$ cat config.mk
export PLATFORM = sky130hd
export DESIGN_NAME = bounded_deque
export DESIGN_NICKNAME = d
export VERILOG_FILES = /design/src/rtl/bdq_pkg.sv /design/src/rtl/bdq_ram.sv /design/src/rtl/bdq_front.sv /design/src/rtl/bdq_back.sv /design/src/rtl/bounded_deque.sv
export SDC_FILE = /design/constraint.sdc
export NUM_CORES = 1
export LEC_CHECK = 0
export BUFFER_PORTS_ARGS = -buffer_cell sky130_fd_sc_hd__buf_2
export CORE_MARGIN = 1
export CORE_UTILIZATION = 45
export CTS_CLUSTER_DIAMETER = 30
export CTS_CLUSTER_SIZE = 24
export DETAILED_ROUTE_END_ITERATION = 8
export MAX_ROUTING_LAYER = met4
export SLEW_MARGIN = 20
export SYNTH_ARGS = -nofsm -noshare
export SYNTH_HDL_FRONTEND = slang
export SYNTH_SLANG_ARGS = --single-unit
$ cat constraint.sdc
create_clock -name clk -period 4.5 [get_ports clk]
set_clock_uncertainty 0.2 [all_clocks]
set_input_delay 0.9 -clock clk [delete_from_list [all_inputs] [get_ports clk]]
set_output_delay 0.9 -clock clk [all_outputs]
set_load 0.02 [all_outputs]
$ cat src/rtl/bdq_pkg.sv
// ----------------------------------------------------------------------------
// bdq_pkg
// types, sizes and codes shared by the bounded deque modules
// ----------------------------------------------------------------------------
package bdq_pkg;

  // store depth and derived widths
  localparam int DEPTH = 16;
  localparam int IDX_W = $clog2(DEPTH);
  localparam int CNT_W = $clog2(DEPTH + 1);
  localparam int SUM_W = CNT_W + 1;

  localparam int WORD_W = 32;

  // command codes
  localparam logic [2:0] CMD_PUSH_FRONT = 3'd0;
  localparam logic [2:0] CMD_PUSH_BACK  = 3'd1;
  localparam logic [2:0] CMD_POP_FRONT  = 3'd2;
  localparam logic [2:0] CMD_POP_BACK   = 3'd3;
  localparam logic [2:0] CMD_DUMP       = 3'd4;

  // result status codes
  localparam logic [1:0] STATUS_OK    = 2'd0;
  localparam logic [1:0] STATUS_EMPTY = 2'd1;
  localparam logic [1:0] STATUS_FULL  = 2'd2;

  typedef struct packed {
    logic [2:0]               cmd;
    logic signed [WORD_W-1:0] value;
  } in_item_t;

  typedef struct packed {
    logic signed [WORD_W-1:0] word;
    logic [1:0]               status;
    logic                     last;
  } out_item_t;

  // classified operation handed from front to back
  typedef struct packed {
    logic                     push;
    logic                     pop;
    logic                     dump;
    logic                     at_front;
    logic signed [WORD_W-1:0] value;
  } op_t;

  // ring index plus offset, offset never above DEPTH
  function automatic logic [IDX_W-1:0] wrap_add(input logic [IDX_W-1:0] base,
                                                input logic [CNT_W-1:0] off);
    logic [SUM_W-1:0] sum;
    sum = SUM_W'(base) + SUM_W'(off);
    if (sum >= SUM_W'(DEPTH)) begin
      sum = sum - SUM_W'(DEPTH);
    end
    return sum[IDX_W-1:0];
  endfunction

  function automatic logic [IDX_W-1:0] wrap_dec(input logic [IDX_W-1:0] base);
    logic [IDX_W-1:0] res;
    if (base == '0) begin
      res = IDX_W'(DEPTH - 1);
    end else begin
      res = base - 1'b1;
    end
    return res;
  endfunction

endpackage

$ cat src/rtl/bdq_ram.sv
// ----------------------------------------------------------------------------
// bdq_ram
// generic single write, single read ram with registered read data
// ----------------------------------------------------------------------------
module bdq_ram #(
  parameter int WIDTH = 32,
  parameter int DEPTH = 16
) (
  input  logic                     clk,
  input  logic                     we,
  input  logic [$clog2(DEPTH)-1:0] waddr,
  input  logic [WIDTH-1:0]         wdata,
  input  logic                     re,
  input  logic [$clog2(DEPTH)-1:0] raddr,
  output logic [WIDTH-1:0]         rdata
);

  logic [WIDTH-1:0] mem_r [DEPTH];
  logic [WIDTH-1:0] rdata_r;

  always_ff @(posedge clk) begin
    if (we) begin
      mem_r[waddr] <= wdata;
    end
    if (re) begin
      rdata_r <= mem_r[raddr];
    end
  end

  assign rdata = rdata_r;

endmodule

$ cat src/rtl/bdq_front.sv
// ----------------------------------------------------------------------------
// bdq_front
// accepts commands, decodes them and holds them in a short op queue
// ----------------------------------------------------------------------------
module bdq_front (
  input  logic               clk,
  input  logic               rst_n,
  input  logic               push,
  output logic               full,
  input  bdq_pkg::in_item_t  in_item,
  output logic               op_valid,
  output bdq_pkg::op_t       op,
  input  logic               op_take
);
  import bdq_pkg::*;

  localparam int QDEPTH  = 2;
  localparam int Q_PTR_W = $clog2(QDEPTH);
  localparam int Q_CNT_W = $clog2(QDEPTH + 1);

  op_t                q_r [QDEPTH];
  logic [Q_PTR_W-1:0] wptr_r, wptr_nxt;
  logic [Q_PTR_W-1:0] rptr_r, rptr_nxt;
  logic [Q_CNT_W-1:0] cnt_r, cnt_nxt;

  op_t  dec_op;
  logic dec_ok;
  logic enq;
  logic deq;

  // decode, unused codes are dropped here
  always_comb begin
    dec_op       = '0;
    dec_op.value = in_item.value;
    dec_ok       = 1'b1;
    unique case (in_item.cmd)
      CMD_PUSH_FRONT: begin
        dec_op.push     = 1'b1;
        dec_op.at_front = 1'b1;
      end
      CMD_PUSH_BACK: begin
        dec_op.push = 1'b1;
      end
      CMD_POP_FRONT: begin
        dec_op.pop      = 1'b1;
        dec_op.at_front = 1'b1;
      end
      CMD_POP_BACK: begin
        dec_op.pop = 1'b1;
      end
      CMD_DUMP: begin
        dec_op.dump = 1'b1;
      end
      default: begin
        dec_ok = 1'b0;
      end
    endcase
  end

  assign full     = (cnt_r == Q_CNT_W'(QDEPTH));
  assign op_valid = (cnt_r != '0);
  assign op       = q_r[rptr_r];
  assign enq      = push && !full && dec_ok;
  assign deq      = op_take && op_valid;

  always_comb begin
    wptr_nxt = wptr_r;
    rptr_nxt = rptr_r;
    cnt_nxt  = cnt_r;
    if (enq) begin
      wptr_nxt = (wptr_r == Q_PTR_W'(QDEPTH - 1)) ? '0 : wptr_r + 1'b1;
    end
    if (deq) begin
      rptr_nxt = (rptr_r == Q_PTR_W'(QDEPTH - 1)) ? '0 : rptr_r + 1'b1;
    end
    if (enq && !deq) begin
      cnt_nxt = cnt_r + 1'b1;
    end else if (deq && !enq) begin
      cnt_nxt = cnt_r - 1'b1;
    end
  end

  always_ff @(posedge clk) begin
    if (!rst_n) begin
      wptr_r <= '0;
      rptr_r <= '0;
      cnt_r  <= '0;
    end else begin
      wptr_r <= wptr_nxt;
      rptr_r <= rptr_nxt;
      cnt_r  <= cnt_nxt;
    end
  end

  always_ff @(posedge clk) begin
    if (enq) begin
      q_r[wptr_r] <= dec_op;
    end
  end

endmodule

$ cat src/rtl/bdq_back.sv
// ----------------------------------------------------------------------------
// bdq_back
// executes ops on the ring store and queues results for the output
// ----------------------------------------------------------------------------
module bdq_back (
  input  logic               clk,
  input  logic               rst_n,
  input  logic               op_valid,
  input  bdq_pkg::op_t       op,
  output logic               op_take,
  output logic               empty,
  input  logic               pop,
  output bdq_pkg::out_item_t out_item
);
  import bdq_pkg::*;

  localparam int OQ_DEPTH = 4;
  localparam int OQ_PTR_W = $clog2(OQ_DEPTH);
  localparam int OQ_CNT_W = $clog2(OQ_DEPTH + 1);

  typedef enum logic [1:0] {
    S_IDLE = 2'b01,
    S_DUMP = 2'b10
  } state_t;

  typedef struct packed {
    logic [1:0] status;
    logic       last;
    logic       from_ram;
  } res_t;

  state_t           state_r, state_nxt;
  logic [IDX_W-1:0] front_r, front_nxt;
  logic [CNT_W-1:0] fill_r, fill_nxt;
  logic [IDX_W-1:0] idx_r, idx_nxt;
  logic             res_v_r, res_v_nxt;
  res_t             res_r, res_nxt;

  logic              we;
  logic [IDX_W-1:0]  waddr;
  logic              re;
  logic [IDX_W-1:0]  raddr;
  logic [WORD_W-1:0] rdata;

  out_item_t           oq_r [OQ_DEPTH];
  logic [OQ_PTR_W-1:0] oq_wptr_r;
  logic [OQ_PTR_W-1:0] oq_rptr_r;
  logic [OQ_CNT_W-1:0] oq_cnt_r, oq_cnt_nxt;
  logic [OQ_CNT_W:0]   occ;
  logic                space;
  logic                oq_pop;
  out_item_t           oq_in;

  bdq_ram #(
    .WIDTH (WORD_W),
    .DEPTH (DEPTH)
  ) u_ram (
    .clk   (clk),
    .we    (we),
    .waddr (waddr),
    .wdata (op.value),
    .re    (re),
    .raddr (raddr),
    .rdata (rdata)
  );

  // room for one more result, counting the one in the read stage
  assign occ   = {1'b0, oq_cnt_r} + {{OQ_CNT_W{1'b0}}, res_v_r};
  assign space = (occ < (OQ_CNT_W + 1)'(OQ_DEPTH));

  always_comb begin
    state_nxt = state_r;
    front_nxt = front_r;
    fill_nxt  = fill_r;
    idx_nxt   = idx_r;
    res_v_nxt = 1'b0;
    res_nxt   = '{status: STATUS_OK, last: 1'b1, from_ram: 1'b0};
    op_take   = 1'b0;
    we        = 1'b0;
    waddr     = front_r;
    re        = 1'b0;
    raddr     = front_r;
    unique case (state_r)
      S_IDLE: begin
        if (op_valid && space) begin
          op_take   = 1'b1;
          res_v_nxt = 1'b1;
          priority if (op.push) begin
            if (fill_r == CNT_W'(DEPTH)) begin
              res_nxt.status = STATUS_FULL;
            end else begin
              we       = 1'b1;
              fill_nxt = fill_r + 1'b1;
              if (op.at_front) begin
                waddr     = wrap_dec(front_r);
                front_nxt = wrap_dec(front_r);
              end else begin
                waddr = wrap_add(front_r, fill_r);
              end
            end
          end else if (op.pop) begin
            if (fill_r == '0) begin
              res_nxt.status = STATUS_EMPTY;
            end else begin
              re               = 1'b1;
              res_nxt.from_ram = 1'b1;
              fill_nxt         = fill_r - 1'b1;
              if (op.at_front) begin
                front_nxt = wrap_add(front_r, CNT_W'(1));
              end else begin
                raddr = wrap_add(front_r, fill_r - 1'b1);
              end
            end
          end else begin
            // dump: first word now, the rest from the dump state
            if (fill_r == '0) begin
              res_nxt.status = STATUS_EMPTY;
            end else begin
              re               = 1'b1;
              res_nxt.from_ram = 1'b1;
              res_nxt.last     = (fill_r == CNT_W'(1));
              if (fill_r != CNT_W'(1)) begin
                idx_nxt   = IDX_W'(1);
                state_nxt = S_DUMP;
              end
            end
          end
        end
      end
      S_DUMP: begin
        if (space) begin
          res_v_nxt        = 1'b1;
          re               = 1'b1;
          raddr            = wrap_add(front_r, CNT_W'(idx_r));
          res_nxt.from_ram = 1'b1;
          res_nxt.last     = (CNT_W'(idx_r) == fill_r - 1'b1);
          idx_nxt          = idx_r + 1'b1;
          if (res_nxt.last) begin
            state_nxt = S_IDLE;
          end
        end
      end
      default: begin
        state_nxt = S_IDLE;
      end
    endcase
  end

  // result fifo
  assign empty    = (oq_cnt_r == '0);
  assign out_item = oq_r[oq_rptr_r];
  assign oq_pop   = pop && !empty;

  always_comb begin
    oq_in        = '0;
    oq_in.word   = res_r.from_ram ? rdata : '0;
    oq_in.status = res_r.status;
    oq_in.last   = res_r.last;
    oq_cnt_nxt   = oq_cnt_r;
    if (res_v_r && !oq_pop) begin
      oq_cnt_nxt = oq_cnt_r + 1'b1;
    end else if (oq_pop && !res_v_r) begin
      oq_cnt_nxt = oq_cnt_r - 1'b1;
    end
  end

  always_ff @(posedge clk) begin
    if (!rst_n) begin
      state_r   <= S_IDLE;
      front_r   <= '0;
      fill_r    <= '0;
      idx_r     <= '0;
      res_v_r   <= 1'b0;
      oq_wptr_r <= '0;
      oq_rptr_r <= '0;
      oq_cnt_r  <= '0;
    end else begin
      state_r  <= state_nxt;
      front_r  <= front_nxt;
      fill_r   <= fill_nxt;
      idx_r    <= idx_nxt;
      res_v_r  <= res_v_nxt;
      oq_cnt_r <= oq_cnt_nxt;
      if (res_v_r) begin
        oq_wptr_r <= oq_wptr_r + 1'b1;
      end
      if (oq_pop) begin
        oq_rptr_r <= oq_rptr_r + 1'b1;
      end
    end
  end

  always_ff @(posedge clk) begin
    res_r <= res_nxt;
    if (res_v_r) begin
      oq_r[oq_wptr_r] <= oq_in;
    end
  end

endmodule

$ cat src/rtl/bounded_deque.sv
// ----------------------------------------------------------------------------
// bounded_deque
// bounded double-ended queue of signed 32-bit words in a ring store
// ----------------------------------------------------------------------------
// Commands enter through a queue-style port (push/full) and results leave
// through another (empty/pop). Push front and push back answer ok, or full
// with the word dropped; pop front and pop back return the removed word or
// an empty status; dump streams every stored word front to back with last
// set on the back word, or gives one empty result on an empty store.
// Unused command codes are accepted and produce nothing. Every result
// carries last, so the final result of each transaction is marked. Pushes
// and pops are sustained at one transaction per clock while results are
// drained; a dump reads the stored words one at a time, as the ring store
// has a single read port, and no other op runs until it is done. On its
// way out a result passes the op queue and the registered store read,
// after which it waits in the result fifo until popped. The store needs
// no clearing pass after reset; only written slots are ever read.
// ----------------------------------------------------------------------------
module bounded_deque (
  input  logic               clk,
  input  logic               rst_n,
  input  logic               push,
  output logic               full,
  input  bdq_pkg::in_item_t  in_item,
  output logic               empty,
  input  logic               pop,
  output bdq_pkg::out_item_t out_item
);
  import bdq_pkg::*;

  // decoded op between front and back
  logic op_valid;
  op_t  op;
  logic op_take;

  // front: takes transactions, drops unused codes, buffers ops
  bdq_front u_front (
    .clk      (clk),
    .rst_n    (rst_n),
    .push     (push),
    .full     (full),
    .in_item  (in_item),
    .op_valid (op_valid),
    .op       (op),
    .op_take  (op_take)
  );

  // back: owns the ring store, front pointer and fill count
  bdq_back u_back (
    .clk      (clk),
    .rst_n    (rst_n),
    .op_valid (op_valid),
    .op       (op),
    .op_take  (op_take),
    .empty    (empty),
    .pop      (pop),
    .out_item (out_item)
  );

endmodule

# [Word level (Yosys, flattened, before mapping)]
# Memory sizes are Yosys's and may differ from the RTL's. A register that Yosys moved wholly into a read port is not among the register bits.
# Index checks and enable logic that the tools add are counted.
[classes] bitwise_logic=0 n_shift=0 addsub=21 div_mod_pow=0 n_reduce_logical=34 n_eq_ne=21 mul=0 magnitude_cmp=5 n_mux=86
[op_table] operator="$mux 4" count=28
[op_table] operator="$mux 2" count=17
[op_table] operator="$mux 32" count=1
[op_table] operator="$mux 1" count=28
[op_table] operator="$reduce_and 7->1" count=3
[op_table] operator="$mux 5" count=4
[op_table] operator="$sub 4x1->4 const B" count=5
[op_table] operator="$pmux 4 s2" count=2
[op_table] operator="$add 4x5->6" count=2
[op_table] operator="$ge 6x5->1 const B" count=2
[op_table] operator="$ne 2x2->1 const B" count=6
[op_table] operator="$reduce_bool 2->1" count=6
[op_table] operator="$ge 5x5->1 const B" count=2
[op_table] operator="$logic_and 1x1->1" count=9
[op_table] operator="$ne 2x1->1 const B" count=4
[op_table] operator="$pmux 2 s2" count=2
[op_table] operator="$add 2x1->2 const B" count=3
[op_table] operator="$eq 3x2->1 const B" count=2
[op_table] operator="$logic_not 1->1" count=6
[op_table] operator="$logic_not 3->1" count=2
[op_table] operator="$mux 3" count=2
[op_table] operator="$reduce_or 2->1" count=3
[op_table] operator="$add 4x1->5 const B" count=1
[op_table] operator="$add 4x4->5" count=1
[op_table] operator="23 further kinds" count=26
[word_totals] mem_count=3 mem_bits_rw=724 out_inout_bits=37 romBits=0 latch_bits=0 input_bits=39 regBits=31 elab_cells=184
[memory_table] name="u_back.u_ram.mem_r" depth=16 word_bits=32 rd=1 rd_ports_with_merged_regs=1 write_ports=1 line="bdq_ram.sv:18" rtl="logic [WIDTH-1:0] mem_r [DEPTH];"
[memory_table] name="u_back.oq_r" depth=4 word_bits=35 rd=1 rd_ports_with_merged_regs=1 write_ports=1 line="bdq_back.sv:45" rtl="out_item_t oq_r [OQ_DEPTH];"
[memory_table] name="u_front.q_r" depth=2 word_bits=36 rd=1 rd_ports_with_merged_regs=1 write_ports=1 line="bdq_front.sv:21" rtl="op_t q_r [QDEPTH];"

# [Longest topological paths before layout]
# Gate-level depths: netlist of the first run.
[depth] depth_word=10 mapped_depth=14 depth_no_buf=12

# [Modules after synthesis]
# From an unflattened synthesis of the first run, not the netlist that was laid out.
[hier_totals] hier_cells=1471 hier_area_um2=30610.6
[modules_own_cells] mod="bdq_ram" area_each_um2=20155.6 instances=1 seq_area_each_um2=16335.7 cells_per_inst=838
[modules_own_cells] mod="bdq_back" area_each_um2=7603.5 instances=1 seq_area_each_um2=4784.6 cells_per_inst=492
[modules_own_cells] mod="bdq_front" area_each_um2=2851.5 instances=1 seq_area_each_um2=2262.2 cells_per_inst=141

# [Least setup slack after synthesis of the first run]
# Ideal clock, no wire load.
[synth_timing] kind="register to register" startpoint="register u_back.res_v_r" endpoint="memory u_back.u_ram.mem_r[7][0] (enable)" path_stages_with_launch=10 setup_ns=0.421 period_less_slack_ns=4.128 setup_slack_ns=0.372 t_arrival_ns=3.507 required_time_ns=3.879 path_buffers=1 path_cell_list="dfxtp_1 -> clkbuf_1 -> a31o_2 -> nor2_1 -> nand2_1 -> nor3b_1 -> nand2_1 -> a22oi_1 -> nand2_1 -> nor2_1"
[synth_between] elab_chain_len=7 word_cells_on_any_way=9 classes_between="add/sub: 1; order compare: 1; mux: 6; reduce/logical: 1"
[synth_rtl] item="start, declared" line="bdq_back.sv:36" rtl="logic res_v_r, res_v_nxt;"
[synth_rtl] item="start signal, assigned" line="bdq_back.sv:182" rtl="res_v_r <= res_v_nxt;"
[synth_rtl] item="$add 3x1->4 *" line="bdq_back.sv:68" rtl="assign occ = {1'b0, oq_cnt_r} + {{OQ_CNT_W{1'b0}}, res_v_r};"
[synth_rtl] item="$lt 4x3->1 *" line="bdq_back.sv:69" rtl="assign space = (occ < (OQ_CNT_W + 1)'(OQ_DEPTH));"
[synth_rtl] item="$logic_and 1x1->1 *" line="bdq_back.sv:85" rtl="if (op_valid && space) begin"
[synth_rtl] item="$mux 1" line="bdq_back.sv:85"
[synth_rtl] item="$mux 1" line="bdq_back.sv:83" rtl="unique case (state_r)"
[synth_rtl] item="$mux 1" line="bdq_ram.sv:22" rtl="if (we) begin"
[synth_rtl] item="$mux 1 (not written as such)" line="bdq_ram.sv:23" rtl="mem_r[waddr] <= wdata;"
[synth_rtl] item="end, declared" line="bdq_ram.sv:18"
# Every way passes the cells marked *; elsewhere a longest branch is shown, timed or not.

# [Final worst setup path of the first run]
[layout_timing] startpoint="register u_back.fill_r[0]" endpoint="register u_back.u_ram.rdata_r[3], in the netlist u_back.u_ram.rdata[3] (read register of u_back.u_ram.mem_r) (data pin)"
[layout_between] elab_chain_len=10 word_cells_on_any_way=16 classes_between="add/sub: 3; order compare: 1; mux: 11; reduce/logical: 1"
[layout_rtl] item="start, declared" line="bdq_back.sv:34" rtl="logic [CNT_W-1:0] fill_r, fill_nxt;"
[layout_rtl] item="start signal, assigned" line="bdq_back.sv:180" rtl="fill_r <= fill_nxt;"
[layout_rtl] item="$sub 5x1->5" line="bdq_back.sv:111" rtl="raddr = wrap_add(front_r, fill_r - 1'b1);"
[layout_rtl] item="$add 4x5->6" line="bdq_pkg.sv:51" rtl="sum = SUM_W'(base) + SUM_W'(off);"
[layout_rtl] item="$ge 6x5->1 or $sub 4x1->4 (tied branches)" line="bdq_pkg.sv:52, bdq_pkg.sv:53"
[layout_rtl] item="$mux 4" line="bdq_pkg.sv:52" rtl="if (sum >= SUM_W'(DEPTH)) begin"
[layout_rtl] item="$mux 4" line="bdq_back.sv:108" rtl="if (op.at_front) begin"
[layout_rtl] item="$mux 4" line="bdq_back.sv:102" rtl="if (fill_r == '0) begin"
[layout_rtl] item="$mux 4" line="bdq_back.sv:101" rtl="end else if (op.pop) begin"
[layout_rtl] item="$mux 4" line="bdq_back.sv:88" rtl="priority if (op.push) begin"
[layout_rtl] item="$mux 4" line="bdq_back.sv:85"
[layout_rtl] item="$pmux 4 s2" line="bdq_back.sv:83"
[layout_rtl] item="end, declared" line="bdq_ram.sv:19" rtl="logic [WIDTH-1:0] rdata_r;"
# Several ways; a longest one is shown, not always the timed one.
# A chain may end at the register's enable or synchronous reset.

==> results of run 1 <==
-- critical path: stages (launching register included) --
cell and delay, ns:
dfxtp_1 0.50, inv_1 0.14, ha_1 0.38, inv_1 0.09, ha_1 0.27, a21o_1 0.16, a21oi_1 0.18, xnor2_1 0.11
o211ai_1 0.25, nand4_2 0.19, nor2_2 0.65, buf_4 0.37, a32oi_1 0.15, o311ai_1 0.12
-- flip-flops by register name, indices dropped and copies added (netlist names), named ones only --
signal              flops
u_back.u_ram.mem_r    512
u_back.oq_r           140
u_front.rptr_r          1
u_back.u_ram.rdata     32
u_front.wptr_r          1
u_back.front_r          4
u_back.res_r            1
u_back.state_r          2
u_back.oq_cnt_r         3
u_back.oq_in            3
u_front.q_r            70
u_front.cnt_r           2
u_back.oq_wptr_r        2
u_back.oq_rptr_r        2
u_back.fill_r           5
u_back.res_v_r          1
u_back.idx_r            4
-- cell usage in the layout (no fill, tap or decap), types with 5 or more instances in the layout --
cell        instances
xnor2_1            12
a22oi_1            36
and2_1             42
xor2_1             14
nor3_1              8
a21o_1             34
nand4_1             5
a32oi_1            32
ha_1               25
mux4_2             35
edfxtp_1          754
clkbuf_1           22
o311ai_1           31
clkinv_1           16
inv_1              19
nand2_1           380
nand3_1             7
a21oi_1           270
nor2b_1            11
mux2_2             36
inv_6              13
buf_12             22
buf_4              49
dfxtp_1            32
buf_2              75
nor2_1             17
clkbuf_16         148
bufinv_16          24
nor2_4             18
clkinv_2           20
o31ai_1             5
clkinv_4            8
mux2i_1            12
clkinvlp_4          9
o21ai_0            16
a211o_1            32
-- Yosys cell counts (all sizes together), types with 2 or more instances --
| library cell | count | area share [%] |
|---|---|---|
| nand4 | 6 | 0.14 |
| nor3 | 8 | 0.13 |
| nor2 | 36 | 0.43 |
| xor2 | 14 | 0.39 |
| nand2 | 380 | 4.6 |
| o31ai | 6 | 0.16 |
| ha | 25 | 1.0 |
| a21boi | 2 | 0.048 |
| xnor2 | 12 | 0.34 |
| o21ai | 16 | 0.26 |
| a31oi | 2 | 0.040 |
| o311ai | 31 | 0.87 |
| inv | 19 | 0.23 |
| clkbuf | 71 | 0.86 |
| o211ai | 3 | 0.088 |
| a22o | 2 | 0.056 |
| a21o | 34 | 0.82 |
| nor2b | 12 | 0.24 |
| o31a | 2 | 0.056 |
| or3 | 3 | 0.060 |
| a21oi | 271 | 4.4 |
| buf | 51 | 0.98 |
| nor3b | 3 | 0.072 |
| edfxtp | 754 | 73 |
| fa | 4 | 0.26 |
| o211a | 3 | 0.096 |
| a22oi | 36 | 0.87 |
| or4 | 2 | 0.072 |
| a211o | 32 | 0.90 |
| mux2i | 12 | 0.39 |
| mux4 | 35 | 2.5 |
| nand3 | 7 | 0.11 |
| mux2 | 36 | 1.3 |
| a32oi | 32 | 0.90 |
| dfxtp | 34 | 2.2 |
| o21a | 2 | 0.048 |
| a211oi | 2 | 0.048 |
| nand3b | 4 | 0.096 |
| and2 | 46 | 0.92 |
| nand2b | 4 | 0.080 |
-- how the worst min path moves through the flow --
| stage | slack (ns) | cells after the start | end |
|---|---|---|---|
| 2_1_floorplan | 0.24 | 0 | u_back.oq_r[0][0]$_DFFE_PP_ |
| 5_1_grt | 0.12 | 1 | u_front.q_r[1][28]$_DFFE_PP_ |
| 3_5_place_dp | 0.27 | 0 | u_back.oq_r[3][1]$_DFFE_PP_ |
| 6_report | 0.15 | 1 | u_front.q_r[0][28]$_DFFE_PP_ |
| 4_1_cts | 0.11 | 1 | u_front.q_r[1][28]$_DFFE_PP_ |
| 3_3_place_gp | 0.25 | 0 | u_back.oq_r[2][2]$_DFFE_PP_ |
-- power by group --
group          internal (mW)  leakage [nW]  switching [mW]
combinational           1.57          3.47            2.91
clock                   7.51          2.49            3.72
sequential              8.94          7.09           0.319
total                   18.0          13.1            6.95
-- layer usage --
layer | share of wire [%] | up-vias | GRT usage [%] | wire [um]
li1 | - | 8275 | - | -
met1 | 43 | 9208 | 28.76 | 31810
met2 | 48 | 617 | 34.24 | 35000
met3 | 6.3 | 130 | 3.925 | 4574
met4 | 2.4 | 0 | 8.264 | 1791
met5 | 0 | - | - | 0
-- logic make-up (layout without fill, tap and decap cells) --
group,after synthesis,after routing
and+or+nand+nor,515,515
AOI/OAI and AO/OA,483,483
adders and majority gates,29,29
buffers and inverters,141,438
DFF,788,788
xor gates and xnor gates,26,26
muxes,83,83
-- layout make-up --
type                       count  area share, %
tap                          931          3.044
inverter                      19         0.1864
multi-input combinational   1136          19.26
sequential                   788          60.95
clock buffer                 173          10.00
timing repair buffer         146          3.093
clock inverter               100          3.472
==> qor.csv, run 1 <==
stage,metric,value,unit
logic_synthesis,post-synthesis cell type count,57,
sta,worst hold slack,0.1491,ns
drt,Pre-antenna DRT Iters,5,
clock_tree,cts hold-fix bufs,0,
final_layout,ANT cells,0,
critical_path,Worst Path Arrival,4.28,ns
clock_tree,Worst-Skew Late Latency,0.74,ns
critical_path,worst-path fanout max,12,
final_layout,layout cells sized above 1,20.62,%
logic_synthesis,Synth Area in XOR/XNOR,0.7310,%
clock_tree,Post-CTS Setup Bufs,0,
sta,min cycle time layout,3.964,ns
logic_synthesis,Post-Syn Area,0.03115,mm^2
floorplanning,die area,0.07028,mm^2
sta,RSZ-0062 raised after global routing,no,
global_routing,Overflow after GRT,0,
placement,DPL Wire Length,41450,um
critical_path,endpoint class of the critical path,flip-flop,
drt,# DRC,0,
min_path,min-delay src,in_item[28],
critical_path,critical path startpoint category,flip-flop,
final_layout,footprint of the multi-input gates,0.007370,mm^2
clock_tree,Clock Sinks,788,
logic_synthesis,Synth Net Count,2133,
logic_synthesis,largest family of logic cells by synthesized area,compound AO/OA/AOI/OAI gates,
floorplanning,Die W,265.1,um
drt,final wirelength,73180,um
sta,worst setup margin,0.5364,ns
logic_synthesis,compound-cell area share of the yosys netlist,9.820,%
critical_path,Setup crit start,u_back.fill_r[0]$_SDFFE_PN0P_,
clock_tree,CTS tree,yes,
min_path,Hold/Removal Path Class,in -> reg,
floorplanning,CORE AREA,0.06859,mm^2
clock_tree,Root Driver,clkbuf_16,
logic_synthesis,Synth Warn #,0,
clock_tree,total CTS buffers,147,
power_and_ir_drop,overall power,24.96,mW
drt,vias per std cell,5.536,
sta,Final Max Slew Viols,0,
clock_tree,clk buf depth,3,
sta,Final Hold Fails,0,
floorplanning,Die Y,265.1,um
clock_tree,CTS HTree Levels,4,
logic_synthesis,multiplexer share of the synthesized area,4.217,%
logic_synthesis,Synth Flop Type,edfxtp_1,
global_routing,pin count of the biggest net entering global routing,86,
logic_synthesis,ys async rst share,0,%
floorplanning,# rows,96,
logic_synthesis,Seq cells post-synth,788,
outcome,outcome,finished clean,
final_layout,fillcell total,5351,
placement,pre-CTS setup slack,0.5822,ns
logic_synthesis,"EDFF count, synth",754,
critical_path,critical path class,reg -> reg,
logic_synthesis,syn avg cell area,15.09,um^2
final_layout,Layout area overhead,22.85,%
placement,Placed Area,0.03311,mm^2
drt,wire per inst,22.22,um
final_layout,post-layout instance area,0.03827,mm^2
sta,Final setup viols,0,
sta,normalized max-slew margin,32.63,%
placement,gpl congestion,0.8257,
final_layout,total area of sequential cells,0.02332,mm^2
critical_path,crit path capture,u_back.u_ram.rdata[3]$_DFFE_PP_,
sta,Worst-Margin Slew,1.011,ns
placement,port buffer count,75,
final_layout,Total Nets Final,2306,
drt,1st-iter DRT viols,1750,
global_routing,first-pass GRT wire length,111500,um
logic_synthesis,Simple-Gate Fraction of Synth Area,7.041,%
power_and_ir_drop,PD cells,652.3,mW/mm^2
clock_tree,cts repair resizes,0,
floorplanning,Initial Util,45.42,%
drt,Post-DRT Antenna Nets,0,
placement,placed instance count,3020,
power_and_ir_drop,Max rail drop VDD,0.0003710,V
critical_path,worst path required time,4.82,ns
final_layout,Final Util,55.80,%
logic_synthesis,register area share after synthesis,74.87,%
sta,f_max,252.3,MHz
final_layout,Layout Cells excl Fill,3293,
drt,vias post-DR,18230,
critical_path,reg2reg start,u_back.fill_r[0]$_SDFFE_PN0P_,
power_and_ir_drop,Pleak,13.05,nW
logic_synthesis,Adder-Cell Fraction of Synth Area,1.261,%
sta,Final period util,88.08,%
job,Max-Cap Viols,0,
critical_path,worst reg2reg endpoint,u_back.u_ram.rdata[3]$_DFFE_PP_,
global_routing,initial antenna violation count,3,
global_routing,vias in the first global route,18583,
critical_path,flop2flop setup slack,0.54,ns
clock_tree,"Reg clk slew, reported paths",0.05,ns
logic_synthesis,Post-Synthesis Cells,2065,
critical_path,Reg2Reg Depth,13,
floorplanning,io pins,76,
global_routing,Tot GR Track Use,21.92,%
sta,setup TNS,0,ns
(Power assumes the default switching activity.)
==> inputs of run 2 (changes only) <==
Settings changed: SYNTH_HIERARCHICAL from default to 1.
==> run 2 against run 1 <==
  * Fmax down 1.2%
  * Worst hold slack improved by 0.029 ns
  * Design area is 1.4% lower
==> qor.csv, run 2 <==
stage,metric,value,unit,change
outcome,outcome,finished clean,,
power_and_ir_drop,sequential power share,36.1,%,-1.0 points
critical_path,reg2reg start,u_back/state_r[1]$_SDFFE_PN0P_,,
drt,wire per inst,24.69,um,+11%
sta,Final period util,89.15,%,+1.1 points
power_and_ir_drop,switch share,27.01,%,-0.82 points
global_routing,Overflow after GRT,0,,unchanged
critical_path,worst path required time,4.63,ns,-0.19 ns
power_and_ir_drop,combinational share of power,21.2,%,+3.3 points
final_layout,Largest Register,u_back/u_ram/mem_r,,
sta,min cycle time layout,4.012,ns,+0.04796 ns
power_and_ir_drop,overall power,26.82,mW,+7.4%
global_routing,Tot GR Track Use,20.23,%,-1.7 points
min_path,hold endpoint,u_front/q_r[1][22]$_DFFE_PP_,,
critical_path,Worst Path Arrival,4.14,ns,-0.14 ns
placement,gpl congestion,0.8148,,-1.3%
drt,Pre-antenna DRT Iters,5,,unchanged
min_path,worst hold path depth,1,,unchanged
final_layout,most frequent cells in the layout,"754 x edfxtp_1, 163 x mux4_2, 152 x clkbuf_16",,
global_routing,vias in the first global route,15512,,-17%
global_routing,initial antenna violation count,4,,+1
final_layout,Layout Cells excl Fill,2664,,-19%
placement,placed instance count,2396,,-21%
job,Max-Cap Viols,0,,unchanged
power_and_ir_drop,Switch Pwr,7.245,mW,+4.3%
drt,Post-DRT Antenna Nets,0,,unchanged
sta,Final Max Slew Viols,0,,unchanged
final_layout,footprint of the multi-input gates,0.006990,mm^2,-5.1%
logic_synthesis,syn avg cell area,20.81,um^2,+38%
clock_tree,Clock Sinks,788,,unchanged
drt,# DRC,0,,unchanged
final_layout,Layout area overhead,23.59,%,
sta,worst hold slack,0.1780,ns,+0.02886 ns
clock_tree,"Reg clk slew, reported paths",0.05,ns,about the same
clock_tree,Worst-Skew Late Latency,0.71,ns,-0.03 ns
sta,normalized max-slew margin,33.37,%,+0.74 points
sta,setup TNS,0,ns,unchanged
floorplanning,# rows,95,,-1.0%
logic_synthesis,Synth Net Count,1534,,-28%
final_layout,Total Nets Final,1738,,-25%
critical_path,critical path class,reg -> reg,,
power_and_ir_drop,Clk pwr share,42.8,%,-2.2 points
sta,RSZ-0062 raised after global routing,no,,
clock_tree,cts hold-fix bufs,0,,unchanged
sta,Worst-Margin Slew,0.9994,ns,-0.01117 ns
critical_path,critical path startpoint category,flip-flop,,
clock_tree,CTS HTree Levels,4,,unchanged
final_layout,post-layout instance area,0.03773,mm^2,-1.4%
sta,Final Hold Fails,0,,unchanged
clock_tree,cts repair resizes,0,,unchanged
floorplanning,io pins,76,,unchanged
power_and_ir_drop,internal power,19.58,mW,+8.7%
placement,DPL Wire Length,35810,um,-14%
clock_tree,Post-CTS Setup Bufs,0,,unchanged
placement,Placed Area,0.03248,mm^2,-1.9%
final_layout,total area of sequential cells,0.02332,mm^2,unchanged
power_and_ir_drop,Max rail drop VDD,0.0003516,V,-5.2%
clock_tree,clk buf depth,3,,unchanged
final_layout,layout cells sized above 1,33.84,%,+13 points
critical_path,worst-path fanout max,32,,+20
global_routing,first-pass GRT wire length,98750,um,-11%
sta,Final setup viols,0,,unchanged
logic_synthesis,Synth Warn #,6,,+6
final_layout,number of flip-flops in the largest register,512,,unchanged
sta,worst setup margin,0.4884,ns,-0.04796 ns
drt,final wirelength,65780,um,-10%
final_layout,"most common cell after layout, fill and taps aside",edfxtp_1,,
drt,vias per std cell,5.591,,+1.0%
final_layout,top flop regs,"u_back/u_ram/mem_r (512), u_back/oq_r (140), u_front/q_r (70)",,
floorplanning,Die W,262.5,um,-0.99%
critical_path,Reg2Reg Depth,12,,-1
global_routing,pin count of the biggest net entering global routing,51,,-41%
floorplanning,Die Y,262.5,um,-0.99%
min_path,Hold/Removal Path Class,in -> reg,,
logic_synthesis,Post-Syn Area,0.03053,mm^2,-2.0%
power_and_ir_drop,PD cells,710.8,mW/mm^2,+9.0%
drt,vias post-DR,14895,,-18%
clock_tree,CTS tree,yes,,
floorplanning,CORE AREA,0.06716,mm^2,-2.1%
placement,port buffer count,75,,unchanged
critical_path,worst reg2reg endpoint,u_back/u_ram/mem_r[12][18]$_DFFE_PP_,,
final_layout,fillcell total,4955,,-7.4%
clock_tree,total CTS buffers,146,,-0.68%
final_layout,Final Util,56.19,%,+0.39 points
critical_path,endpoint class of the critical path,flip-flop,,
floorplanning,die area,0.06889,mm^2,-2.0%
clock_tree,Root Driver,clkbuf_16,,
power_and_ir_drop,Pleak,12.42,nW,-4.8%
drt,1st-iter DRT viols,1102,,-37%
floorplanning,Initial Util,45.46,%,about the same
critical_path,flop2flop setup slack,0.49,ns,-0.05 ns
min_path,min-delay src,in_item[22],,
logic_synthesis,Post-Synthesis Cells,1467,,-29%
final_layout,ANT cells,0,,unchanged
placement,pre-CTS setup slack,0.4929,ns,-0.08933 ns
sta,f_max,249.3,MHz,-1.2%
## run 2: area by class of cell
type / count / share of cell area, %
timing repair buffer: 129 / 2.633
sequential: 788 / 61.81
inverter: 22 / 0.2188
clock inverter: 101 / 3.684
multi-input combinational: 584 / 18.53
tap: 873 / 2.895
clock buffer: 167 / 10.23
## run 2: worst max-delay path: stages (launching register included)
cell	delay [ns]
dfxtp_1	0.32
inv_1	0.06
ha_1	0.44
and3b_1	0.23
nand2_1	0.11
inv_2	0.13
nand3_1	0.22
inv_1	0.24
o21ai_0	0.14
a2bb2oi_1	0.30
nand3_1	0.40
nor3_4	0.22
buf_4	0.59
## run 2: worst max path at each step
stage	startpoint	cells past startpoint	end
after global placement	u_back/front_r[1]$_SDFFE_PN0P_	8	u_back/u_ram/mem_r[3][2]$_DFFE_PP_
after floorplan	flip-flop	9	u_back/u_ram/mem_r[15][0]$_DFFE_PP_
after detailed placement	flip-flop	11	u_back/u_ram/rdata[18]$_DFFE_PP_
after global routing	u_back/state_r[1]$_SDFFE_PN0P_	12	u_back/u_ram/mem_r[12][14]$_DFFE_PP_
final	u_back/state_r[1]$_SDFFE_PN0P_	12	u_back/u_ram/mem_r[12][18]$_DFFE_PP_
after CTS	flip-flop	11	u_back/u_ram/rdata[18]$_DFFE_PP_
## run 2: per-layer routing
layer  share of wire, %  GRT usage (%)  routed length, um
met1                 42          25.71              27830
met2                 50          32.19              32760
met3                6.1          4.610               4039
met4                1.7          6.963               1144
met5                  0              -                  0
## run 2: power groups by stage
stage                     Clock (mW)  Combinational [mW]  Sequential (mW)
after floorplan                    0                4.08             9.57
after global placement             0                5.66             9.79
after detailed placement           0                5.74             9.81
after CTS                       11.6                5.76             9.68
after global routing            12.0                6.14             9.74
final                           11.5                5.68             9.68
